<file path="config.mk">
export PLATFORM = sky130hd
export DESIGN_NAME = pnm_pam_stream_writer_core
export DESIGN_NICKNAME = d
export VERILOG_FILES = /design/src/sv/pnm_pkg.sv /design/src/sv/pnm_pam_stream_writer_core.sv
export VERILOG_INCLUDE_DIRS = /design/src /design/src/sv
export SDC_FILE = /design/constraint.sdc
export NUM_CORES = 1
export LEC_CHECK = 0
export BUFFER_PORTS_ARGS = -buffer_cell sky130_fd_sc_hd__buf_4
export CAP_MARGIN = 20
export CORE_MARGIN = 2
export CORE_UTILIZATION = 60
export DETAILED_ROUTE_END_ITERATION = 16
export MAX_ROUTING_LAYER = met4
export PLACE_DENSITY = 0.85
export SKIP_LAST_GASP = 1
export SYNTH_ARGS = -nofsm -noshare
export SYNTH_HDL_FRONTEND = slang
export SYNTH_SLANG_ARGS = --single-unit
</file>
<file path="constraint.sdc">
create_clock -name clk -period 21.9 [get_ports clk]
set_input_delay 3.285 -clock clk [delete_from_list [all_inputs] [get_ports clk]]
set_output_delay 3.285 -clock clk [all_outputs]
set_load 0.02 [all_outputs]
</file>
<file path="src/sv/pnm_pam_stream_writer_core_macros.svh">
// Assertion macros used by the stream writer RTL.
`ifndef PNM_PAM_STREAM_WRITER_CORE_MACROS_SVH
`define PNM_PAM_STREAM_WRITER_CORE_MACROS_SVH

// Same-cycle implication, checked on every rising clock edge outside reset.
`define PNM_ASSERT_NOW(lbl, ante, cons, msg) \
  lbl: assert property (@(posedge clk) disable iff (rst) (ante) |-> (cons)) else $error(msg);

// Next-cycle implication, checked on every rising clock edge outside reset.
`define PNM_ASSERT_NEXT(lbl, ante, cons, msg) \
  lbl: assert property (@(posedge clk) disable iff (rst) (ante) |=> (cons)) else $error(msg);

`endif

</file>
<file path="src/sv/pnm_pkg.sv">
// Types, constants and microcode ROM for the Netpbm stream writer.
package pnm_pkg;

  localparam int PcW = 7;

  typedef enum logic [2:0] {
    OP_NOP,
    OP_BYTE,
    OP_NUM,
    OP_PIX,
    OP_END
  } op_t;

  typedef enum logic [1:0] {
    C_NEVER,
    C_ALPHA,
    C_RGB,
    C_ALWAYS
  } cond_t;

  typedef struct packed {
    op_t            op;
    logic [7:0]     arg;
    cond_t          cond;
    logic           quit;
    logic [PcW-1:0] target;
  } ctl_t;

  // Config register indexes
  localparam logic [1:0] REG_WIDTH  = 2'd0;
  localparam logic [1:0] REG_HEIGHT = 2'd1;
  localparam logic [1:0] REG_BITS   = 2'd2;
  localparam logic [1:0] REG_ALPHA  = 2'd3;

  // NUM step operand select
  localparam logic [7:0] NUM_W   = 8'd0;
  localparam logic [7:0] NUM_H   = 8'd1;
  localparam logic [7:0] NUM_MAX = 8'd2;

  // Program entry points
  localparam logic [PcW-1:0] PC_HDR = 7'd0;
  localparam logic [PcW-1:0] PC_P7  = 7'd11;
  localparam logic [PcW-1:0] PC_PIX = 7'd75;

  localparam logic [7:0] ASCII_ZERO = 8'h30;

  function automatic ctl_t mk(op_t op, logic [7:0] arg, cond_t cond, logic quit,
                              logic [PcW-1:0] target);
    ctl_t c;
    c.op     = op;
    c.arg    = arg;
    c.cond   = cond;
    c.quit   = quit;
    c.target = target;
    return c;
  endfunction

  function automatic ctl_t bw(logic [7:0] b);
    return mk(OP_BYTE, b, C_NEVER, 1'b0, PC_HDR);
  endfunction

  function automatic ctl_t nw(logic [7:0] sel);
    return mk(OP_NUM, sel, C_NEVER, 1'b0, PC_HDR);
  endfunction

  // Microcode: P6 header, P7 header, pixel samples
  function automatic ctl_t ucode(logic [PcW-1:0] a);
    ctl_t c;
    c = mk(OP_END, 8'h00, C_ALWAYS, 1'b1, PC_HDR);
    case (a)
      7'd0:  c = mk(OP_NOP, 8'h00, C_ALPHA, 1'b0, PC_P7);
      7'd1:  c = bw(8'h50);
      7'd2:  c = bw(8'h36);
      7'd3:  c = bw(8'h0a);
      7'd4:  c = nw(NUM_W);
      7'd5:  c = bw(8'h20);
      7'd6:  c = nw(NUM_H);
      7'd7:  c = bw(8'h0a);
      7'd8:  c = nw(NUM_MAX);
      7'd9:  c = bw(8'h0a);
      7'd10: c = mk(OP_END, 8'h00, C_ALWAYS, 1'b1, PC_HDR);
      // P7 magic, tuple type line, then "WIDTH "
      7'd11: c = bw(8'h50);
      7'd12: c = bw(8'h37);
      7'd13: c = bw(8'h0a);
      7'd14: c = bw(8'h54);
      7'd15: c = bw(8'h55);
      7'd16: c = bw(8'h50);
      7'd17: c = bw(8'h4c);
      7'd18: c = bw(8'h54);
      7'd19: c = bw(8'h59);
      7'd20: c = bw(8'h50);
      7'd21: c = bw(8'h45);
      7'd22: c = bw(8'h20);
      7'd23: c = bw(8'h52);
      7'd24: c = bw(8'h47);
      7'd25: c = bw(8'h42);
      7'd26: c = bw(8'h5f);
      7'd27: c = bw(8'h41);
      7'd28: c = bw(8'h4c);
      7'd29: c = bw(8'h50);
      7'd30: c = bw(8'h48);
      7'd31: c = bw(8'h41);
      7'd32: c = bw(8'h0a);
      7'd33: c = bw(8'h57);
      7'd34: c = bw(8'h49);
      7'd35: c = bw(8'h44);
      7'd36: c = bw(8'h54);
      7'd37: c = bw(8'h48);
      7'd38: c = bw(8'h20);
      7'd39: c = nw(NUM_W);
      // "\nHEIGHT "
      7'd40: c = bw(8'h0a);
      7'd41: c = bw(8'h48);
      7'd42: c = bw(8'h45);
      7'd43: c = bw(8'h49);
      7'd44: c = bw(8'h47);
      7'd45: c = bw(8'h48);
      7'd46: c = bw(8'h54);
      7'd47: c = bw(8'h20);
      7'd48: c = nw(NUM_H);
      // "\nMAXVAL "
      7'd49: c = bw(8'h0a);
      7'd50: c = bw(8'h4d);
      7'd51: c = bw(8'h41);
      7'd52: c = bw(8'h58);
      7'd53: c = bw(8'h56);
      7'd54: c = bw(8'h41);
      7'd55: c = bw(8'h4c);
      7'd56: c = bw(8'h20);
      7'd57: c = nw(NUM_MAX);
      // "\nDEPTH 4\nENDHDR\n"
      7'd58: c = bw(8'h0a);
      7'd59: c = bw(8'h44);
      7'd60: c = bw(8'h45);
      7'd61: c = bw(8'h50);
      7'd62: c = bw(8'h54);
      7'd63: c = bw(8'h48);
      7'd64: c = bw(8'h20);
      7'd65: c = bw(8'h34);
      7'd66: c = bw(8'h0a);
      7'd67: c = bw(8'h45);
      7'd68: c = bw(8'h4e);
      7'd69: c = bw(8'h44);
      7'd70: c = bw(8'h48);
      7'd71: c = bw(8'h44);
      7'd72: c = bw(8'h52);
      7'd73: c = bw(8'h0a);
      7'd74: c = mk(OP_END, 8'h00, C_ALWAYS, 1'b1, PC_HDR);
      // Pixel: R, G, B (ends here in RGB mode), A
      7'd75: c = mk(OP_PIX, 8'd0, C_NEVER, 1'b0, PC_HDR);
      7'd76: c = mk(OP_PIX, 8'd1, C_NEVER, 1'b0, PC_HDR);
      7'd77: c = mk(OP_PIX, 8'd2, C_RGB, 1'b1, PC_HDR);
      7'd78: c = mk(OP_PIX, 8'd3, C_ALWAYS, 1'b1, PC_HDR);
      default: c = mk(OP_END, 8'h00, C_ALWAYS, 1'b1, PC_HDR);
    endcase
    return c;
  endfunction

  // Decimal place weight, place 4 = ten thousands
  function automatic logic [16:0] pow10(logic [2:0] place);
    logic [16:0] p;
    case (place)
      3'd0:    p = 17'd1;
      3'd1:    p = 17'd10;
      3'd2:    p = 17'd100;
      3'd3:    p = 17'd1000;
      default: p = 17'd10000;
    endcase
    return p;
  endfunction

endpackage

</file>
<file path="src/sv/pnm_pam_stream_writer_core.sv">
// Binary Netpbm (P6 / P7 PAM) stream writer: microcoded sequencer and datapath.
//
// Usage: program frame_width, frame_height, sample_bits and alpha_mode over the
// cfg channel while idle, then pulse start with func = 0 for a frame header and
// func = 1 with pixel_color for each pixel. An item is taken when start is high
// and busy is low. Every result appears on out_word/two_bytes/last_of_run for
// exactly one cycle with result_strobe high; there is no back-pressure, so the
// receiver must take each transfer as it comes. last_of_run flags the final
// transfer of an item. Header bytes come packed two per transfer (earlier byte
// in the high half); an odd final byte comes alone in the low half.
// Timing: one microcode step per cycle while busy, and an item is taken only
// while busy is low, so the next item is taken only after busy drops.
// A pixel takes one step per sample (R, G, B, and A in alpha mode). Headers run
// one step per fixed byte plus one step per decimal place of each number (the
// digit unit resolves one decimal place per cycle), plus a dispatch step and a
// closing step. The last transfer of an item shows up in the cycle busy drops.
module pnm_pam_stream_writer_core #(
  parameter int DIM_BITS = 16
) (
  input  logic        clk,
  input  logic        rst,
  // item channel
  input  logic        start,
  output logic        busy,
  input  logic        func,
  input  logic [63:0] pixel_color,
  // result channel
  output logic        result_strobe,
  output logic [15:0] out_word,
  output logic        two_bytes,
  output logic        last_of_run,
  // config channel
  input  logic        cfg_valid,
  output logic        cfg_ready,
  input  logic [1:0]  cfg_index,
  input  logic [15:0] cfg_data
);

  `include "pnm_pam_stream_writer_core_macros.svh"

  // Only the low DimW bits (DIM_BITS, capped at 16) of a dimension reach the header.
  localparam int DimW = (DIM_BITS < 16) ? DIM_BITS : 16;

  // Config registers
  logic [DimW-1:0] frame_width;
  logic [DimW-1:0] frame_height;
  logic [4:0]      sample_bits;
  logic            alpha_mode;

  // Sequencer
  logic [pnm_pkg::PcW-1:0] pc, pc_next;
  logic                    busy_next;
  pnm_pkg::ctl_t           cw;
  logic                    cond_hit;

  // Item payload
  logic [63:0] pix;

  // Digit unit
  logic        num_act, num_act_next;
  logic [2:0]  place, place_next;
  logic        started, started_next;
  logic [15:0] rem, rem_next;
  logic [2:0]  cur_place;
  logic        cur_started;
  logic [15:0] num_src;
  logic [15:0] num_val;
  logic [16:0] pw;
  logic [16:0] kp;
  logic [16:0] sub;
  logic [3:0]  dig;

  // Byte packer
  logic [1:0] hold_cnt, hold_cnt_next;
  logic [7:0] hold0, hold0_next;
  logic [7:0] hold1, hold1_next;
  logic       byte_en;
  logic [7:0] byte_val;

  // Sample path
  logic [4:0]  eff_bits;
  logic [4:0]  shift;
  logic [15:0] maxval;
  logic [15:0] chan;

  // Result register inputs
  logic        strobe_next;
  logic [15:0] word_next;
  logic        two_next;
  logic        last_next;

  assign cfg_ready = 1'b1;

  always_comb begin
    if (sample_bits == 5'd0) begin
      eff_bits = 5'd1;
    end else if (sample_bits > 5'd16) begin
      eff_bits = 5'd16;
    end else begin
      eff_bits = sample_bits;
    end
  end

  assign shift  = 5'd16 - eff_bits;
  assign maxval = 16'((17'd1 << eff_bits) - 17'd1);

  assign cw = pnm_pkg::ucode(pc);

  always_comb begin
    case (cw.cond)
      pnm_pkg::C_NEVER:  cond_hit = 1'b0;
      pnm_pkg::C_ALPHA:  cond_hit = alpha_mode;
      pnm_pkg::C_RGB:    cond_hit = ~alpha_mode;
      pnm_pkg::C_ALWAYS: cond_hit = 1'b1;
      default:           cond_hit = 1'b0;
    endcase
  end

  // Digit unit: one decimal place per cycle, most significant first.
  always_comb begin
    case (cw.arg)
      pnm_pkg::NUM_W:   num_src = 16'(frame_width);
      pnm_pkg::NUM_H:   num_src = 16'(frame_height);
      pnm_pkg::NUM_MAX: num_src = maxval;
      default:          num_src = maxval;
    endcase
  end

  assign cur_place   = num_act ? place : 3'd4;
  assign cur_started = num_act ? started : 1'b0;
  assign num_val     = num_act ? rem : num_src;
  assign pw          = pnm_pkg::pow10(cur_place);

  always_comb begin
    dig = 4'd0;
    sub = 17'd0;
    kp  = 17'd0;
    for (int k = 1; k < 10; k++) begin
      kp = pw * 17'(k);
      if ({1'b0, num_val} >= kp) begin
        dig = 4'(k);
        sub = kp;
      end
    end
  end

  assign chan = pix[16 * cw.arg[1:0] +: 16];

  always_comb begin
    pc_next       = pc;
    busy_next     = busy;
    num_act_next  = num_act;
    place_next    = place;
    started_next  = started;
    rem_next      = rem;
    hold_cnt_next = hold_cnt;
    hold0_next    = hold0;
    hold1_next    = hold1;
    byte_en       = 1'b0;
    byte_val      = 8'h00;
    strobe_next   = 1'b0;
    word_next     = out_word;
    two_next      = two_bytes;
    last_next     = last_of_run;

    if (!busy) begin
      if (start) begin
        busy_next    = 1'b1;
        pc_next      = func ? pnm_pkg::PC_PIX : pnm_pkg::PC_HDR;
        num_act_next = 1'b0;
      end
    end else begin
      // sequencing
      if (cw.op == pnm_pkg::OP_NUM && cur_place != 3'd0) begin
        pc_next = pc;
      end else if (cond_hit) begin
        if (cw.quit) begin
          busy_next = 1'b0;
        end else begin
          pc_next = cw.target;
        end
      end else begin
        pc_next = pc + 1'b1;
      end

      case (cw.op)
        pnm_pkg::OP_BYTE: begin
          byte_en  = 1'b1;
          byte_val = cw.arg;
        end
        pnm_pkg::OP_NUM: begin
          byte_en      = (dig != 4'd0) || cur_started || (cur_place == 3'd0);
          byte_val     = pnm_pkg::ASCII_ZERO | {4'd0, dig};
          started_next = cur_started | (dig != 4'd0);
          rem_next     = 16'({1'b0, num_val} - sub);
          num_act_next = (cur_place != 3'd0);
          place_next   = cur_place - 3'd1;
        end
        pnm_pkg::OP_PIX: begin
          strobe_next = 1'b1;
          word_next   = chan >> shift;
          two_next    = (eff_bits > 5'd8);
          last_next   = cond_hit & cw.quit;
        end
        pnm_pkg::OP_END: begin
          // flush whatever the packer holds as the closing transfer
          strobe_next   = 1'b1;
          last_next     = 1'b1;
          hold_cnt_next = 2'd0;
          if (hold_cnt == 2'd2) begin
            word_next = {hold0, hold1};
            two_next  = 1'b1;
          end else begin
            word_next = {8'h00, hold0};
            two_next  = 1'b0;
          end
        end
        default: begin
        end
      endcase

      // pair is sent only once a third byte proves it is not the last
      if (byte_en) begin
        if (hold_cnt == 2'd2) begin
          strobe_next   = 1'b1;
          word_next     = {hold0, hold1};
          two_next      = 1'b1;
          last_next     = 1'b0;
          hold0_next    = byte_val;
          hold_cnt_next = 2'd1;
        end else if (hold_cnt == 2'd1) begin
          hold1_next    = byte_val;
          hold_cnt_next = 2'd2;
        end else begin
          hold0_next    = byte_val;
          hold_cnt_next = 2'd1;
        end
      end
    end
  end

  always_ff @(posedge clk) begin
    if (rst) begin
      busy          <= 1'b0;
      pc            <= pnm_pkg::PC_HDR;
      num_act       <= 1'b0;
      place         <= 3'd0;
      started       <= 1'b0;
      hold_cnt      <= 2'd0;
      result_strobe <= 1'b0;
    end else begin
      busy          <= busy_next;
      pc            <= pc_next;
      num_act       <= num_act_next;
      place         <= place_next;
      started       <= started_next;
      hold_cnt      <= hold_cnt_next;
      result_strobe <= strobe_next;
    end
  end

  always_ff @(posedge clk) begin
    if (!busy && start) begin
      pix <= pixel_color;
    end
    rem         <= rem_next;
    hold0       <= hold0_next;
    hold1       <= hold1_next;
    out_word    <= word_next;
    two_bytes   <= two_next;
    last_of_run <= last_next;
  end

  always_ff @(posedge clk) begin
    if (rst) begin
      frame_width  <= DimW'(1);
      frame_height <= DimW'(1);
      sample_bits  <= 5'd8;
      alpha_mode   <= 1'b0;
    end else if (cfg_valid && cfg_ready) begin
      case (cfg_index)
        pnm_pkg::REG_WIDTH:  frame_width  <= cfg_data[DimW-1:0];
        pnm_pkg::REG_HEIGHT: frame_height <= cfg_data[DimW-1:0];
        pnm_pkg::REG_BITS:   sample_bits  <= cfg_data[4:0];
        pnm_pkg::REG_ALPHA:  alpha_mode   <= cfg_data[0];
        default: begin
        end
      endcase
    end
  end

  `PNM_ASSERT_NOW(a_idle_only_last, result_strobe && !busy, last_of_run, "non-final transfer while idle")
  `PNM_ASSERT_NEXT(a_no_result_after_take, start && !busy, !result_strobe, "transfer right after accept")
  `PNM_ASSERT_NOW(a_single_byte_clean, result_strobe && !two_bytes, out_word[15:8] == 8'h00, "dirty high byte")
  `PNM_ASSERT_NOW(a_hold_bound, busy, hold_cnt != 2'd3, "packer overfull")
  `PNM_ASSERT_NOW(a_place_bound, num_act, place <= 3'd3, "digit place out of range")

endmodule

</file>
==> flow_summary.yaml <==
clock_network:
  insertion_delay_ns: 0.44
  clk_path_buf_depth: 2
  clock-root-buffer: "clkbuf_16"
  cts_tree: "done"
  htree_levels: 4
  ctsHoldBuffers: 0
  clock_sinks: 179
  clk_pin_slew_ns: 0.08
  cts_buffers: 17
  post_cts_resized: 0
  post_cts_buffers: 0
floorplan:
  start_util_pct: 60.8
  ios: 108
  design.die.area_sq_mm: 0.0257
  die_h_microns: 160
  rows: 57
  fp.dieW_microns: 160
  coreArea_sq_mm: 0.0241
power_and_ir_drop:
  power_leakage_nw: 6.74
  power_mw: 1.56
  ir_drop_mv: 0.0802
  power_density_mw_per_mm2: 96.2
min_path:
  hold_class: "reg2reg"
synthesis:
  yosys.cell_types.count: 98
  syn-mean-instance-area_sq_um: 8.97
  synth_edf_count: 112
  synthTopCellsByArea: "edfxtp_1 (23%), ha_1 (13%), dfxtp_1 (9.2%)"
  yosys.area.top_type: "edfxtp_1"
  synth.cell_area_sq_mm: 0.0146
  synthArstFlopShare_pct: 0
  synth-seq-cells: 179
  synth_flop_cell: "edfxtp_1"
  yosysTopAreaCellShare_pct: 23.0
  seq_area_frac_synth_pct: 32.1
  synth_cells: 1632
  yosys_warnings: 0
place:
  post-place-ws_ns: 12.08
  placed_cells: 2002
  dpl_cell_area_sq_mm: 0.0157
  dp_hpwl_microns: 35400
  place_congestion: 1.03
  io_buffers: 106
worst_setup_path:
  worstPathArrival_ns: 10.38
  crit_slowest_cell: "nor2_1"
  cp.required_ns: 22.09
  cp_top_family: "simple AND/OR/NAND/NOR gates"
  worst_path_largest_cell_delay_ns: 0.80
  criticalPathCategory: "reg2reg"
  end_kind: "register"
  path_buf_inv: 4
  crit_fanout: 37
  cp-start-kind: "register"
drt:
  post_drt_wl_per_cell_microns: 23.7
  first_pass_iters: 6
  antenna_left: 0
  dr_total_vias: 13800
  wirelength_microns: 48300
  drc: 0
  drt_iter0_drc: 1918
  viasPerCell: 6.75
global_routing:
  grt_pass1_vias: 13000
  grt_max_degree: 72
  overflow: 0
  antenna_found_initial: 2
  grt_pass1_wl_microns: 74500
  track_usage_pct: 38.3
timing:
  finalHoldViolations: 0
  fin_crit_ns: 10.19
  totalNegativeSetupSlack_ns: 0
  relSlewSlack_pct: 21.8
  fin_ws_ns: 11.71
  rsz0062_at_grt: "false"
  final.setup_skew_ns: 0.0183
  final_max_slew_viol_count: 0
  finalSetupViolCount: 0
  worstMarginPinSlew_ns: 1.16
  period_share_pct: 46.5
  max_freq_mhz: 98.2
  holdWs_ns: 0.457
layout:
  drive_above_1_share_pct: 15.0
  syn2layout_area_growth_pct: 11.1
  fin_util_pct: 67.5
  fin_cells: 2038
  design_area_sq_mm: 0.0163
  nNetsFinal: 1946
outcome:
  status: "completed"
run:
  cap_viol_max_count: 0
synth_stat cells, drive strengths merged, types with 24 or more instances:
cell type,count
clkbuf,68
edfxtp,112
a21oi,141
o31ai,24
xnor2,27
a211oi,25
mux2i,55
inv,69
dfxtp,67
ha,152
nand3,27
nor2,113
nand2,204
nor3,44
o21ai,102
tightest hold or removal path: cells and delay by family (launching register included):
| kind | cells | cell delay [ns] |
|---|---|---|
| flops | 1 | 0.31 |
| simple gates | 1 | 0.05 |
| compound gates | 1 | 0.05 |
kinds of logic (layout without fill, tap and decap cells):
family | after synthesis | after routing | share of synthesized area (%)
xor gates and xnor gates | 37 | 37 | 2.21
muxes | 95 | 95 | 8.24
other | 2 | 8 | 0.0513
buffers and inverters | 160 | 236 | 4.51
adders and majority gates | 160 | 160 | 14.1
and+or+nand+nor | 517 | 517 | 16.8
AOI/OAI and AO/OA | 482 | 482 | 22.0
DFF | 179 | 179 | 32.1
path summary, 6_finish.rpt:
check / start / to / slack (ns) / cells after the start
min reg2reg: frame_height[12]$_SDFFE_PP0P_ / frame_height[12]$_SDFFE_PP0P_ / 0.46 / 2
max: num_act$_SDFFE_PP0P_ / rem[14]$_DFFE_PP_ / 11.71 / 37
min: frame_height[12]$_SDFFE_PP0P_ / frame_height[12]$_SDFFE_PP0P_ / 0.46 / 2
max reg2reg: num_act$_SDFFE_PP0P_ / rem[14]$_DFFE_PP_ / 11.71 / 37
registers in the layout (all words and copies together) (netlist names), 2 cells and up:
| signal | cells |
|---|---|
| hold1 | 7 |
| cw | 13 |
| frame_width | 16 |
| pc | 7 |
| rem | 16 |
| pix | 64 |
| sample_bits | 5 |
| frame_height | 16 |
| hold0 | 7 |
| hold_cnt | 2 |
| place | 3 |
| out_word | 16 |
metal layers:
| layer | share of wire [%] | GRT usage [%] |
|---|---|---|
| met1 | 43 | 53.9 |
| met5 | 0 | - |
| met2 | 44 | 56.9 |
| met4 | 2.9 | 10.9 |
| met3 | 9.5 | 6.65 |
area by class of cell:
class | instances | area [sq um]
clock inverters | 13 | 136
well taps | 324 | 405
multi-input cells | 1297 | 9310
inverters | 70 | 263
flip-flops and latches | 179 | 4710
diodes | 2 | 5.00
clock buffers | 19 | 433
repair buffers | 134 | 1010
fillers | 1942 | 7840
cells in the final DEF, fill, tap and decap left out, types with 8 or more instances in the layout:
master	Yosys	final
nand2_1	204	204
nand3_1	27	27
inv_1	66	66
a211oi_1	24	24
a21oi_1	140	140
o21ai_0	100	97
nand2b_1	16	16
a31oi_1	13	13
or2_2	16	16
a22o_1	9	9
o31ai_1	23	23
nor2_1	112	111
o211ai_1	15	15
xor2_1	10	10
a22oi_1	12	12
mux2i_1	55	55
o21a_1	8	8
nor2b_1	14	13
nand4_1	14	14
buf_4	3	133
ha_1	152	152
fa_1	8	8
or3_1	8	8
nor3_1	39	39
mux2_2	21	21
o221ai_1	10	10
a21o_1	20	20
and2_1	12	12
o22ai_1	12	12
and3_1	15	15
clkbuf_16	0	17
xnor2_1	27	27
edfxtp_1	112	112
mux4_2	18	18
dfxtp_1	67	66
power by group:
| part | internal [mW] | switching (mW) |
|---|---|---|
| Sequential | 0.409 | 0.0192 |
| Combinational | 0.323 | 0.512 |
| Clock | 0.152 | 0.149 |
(Power assumes the default switching activity.)
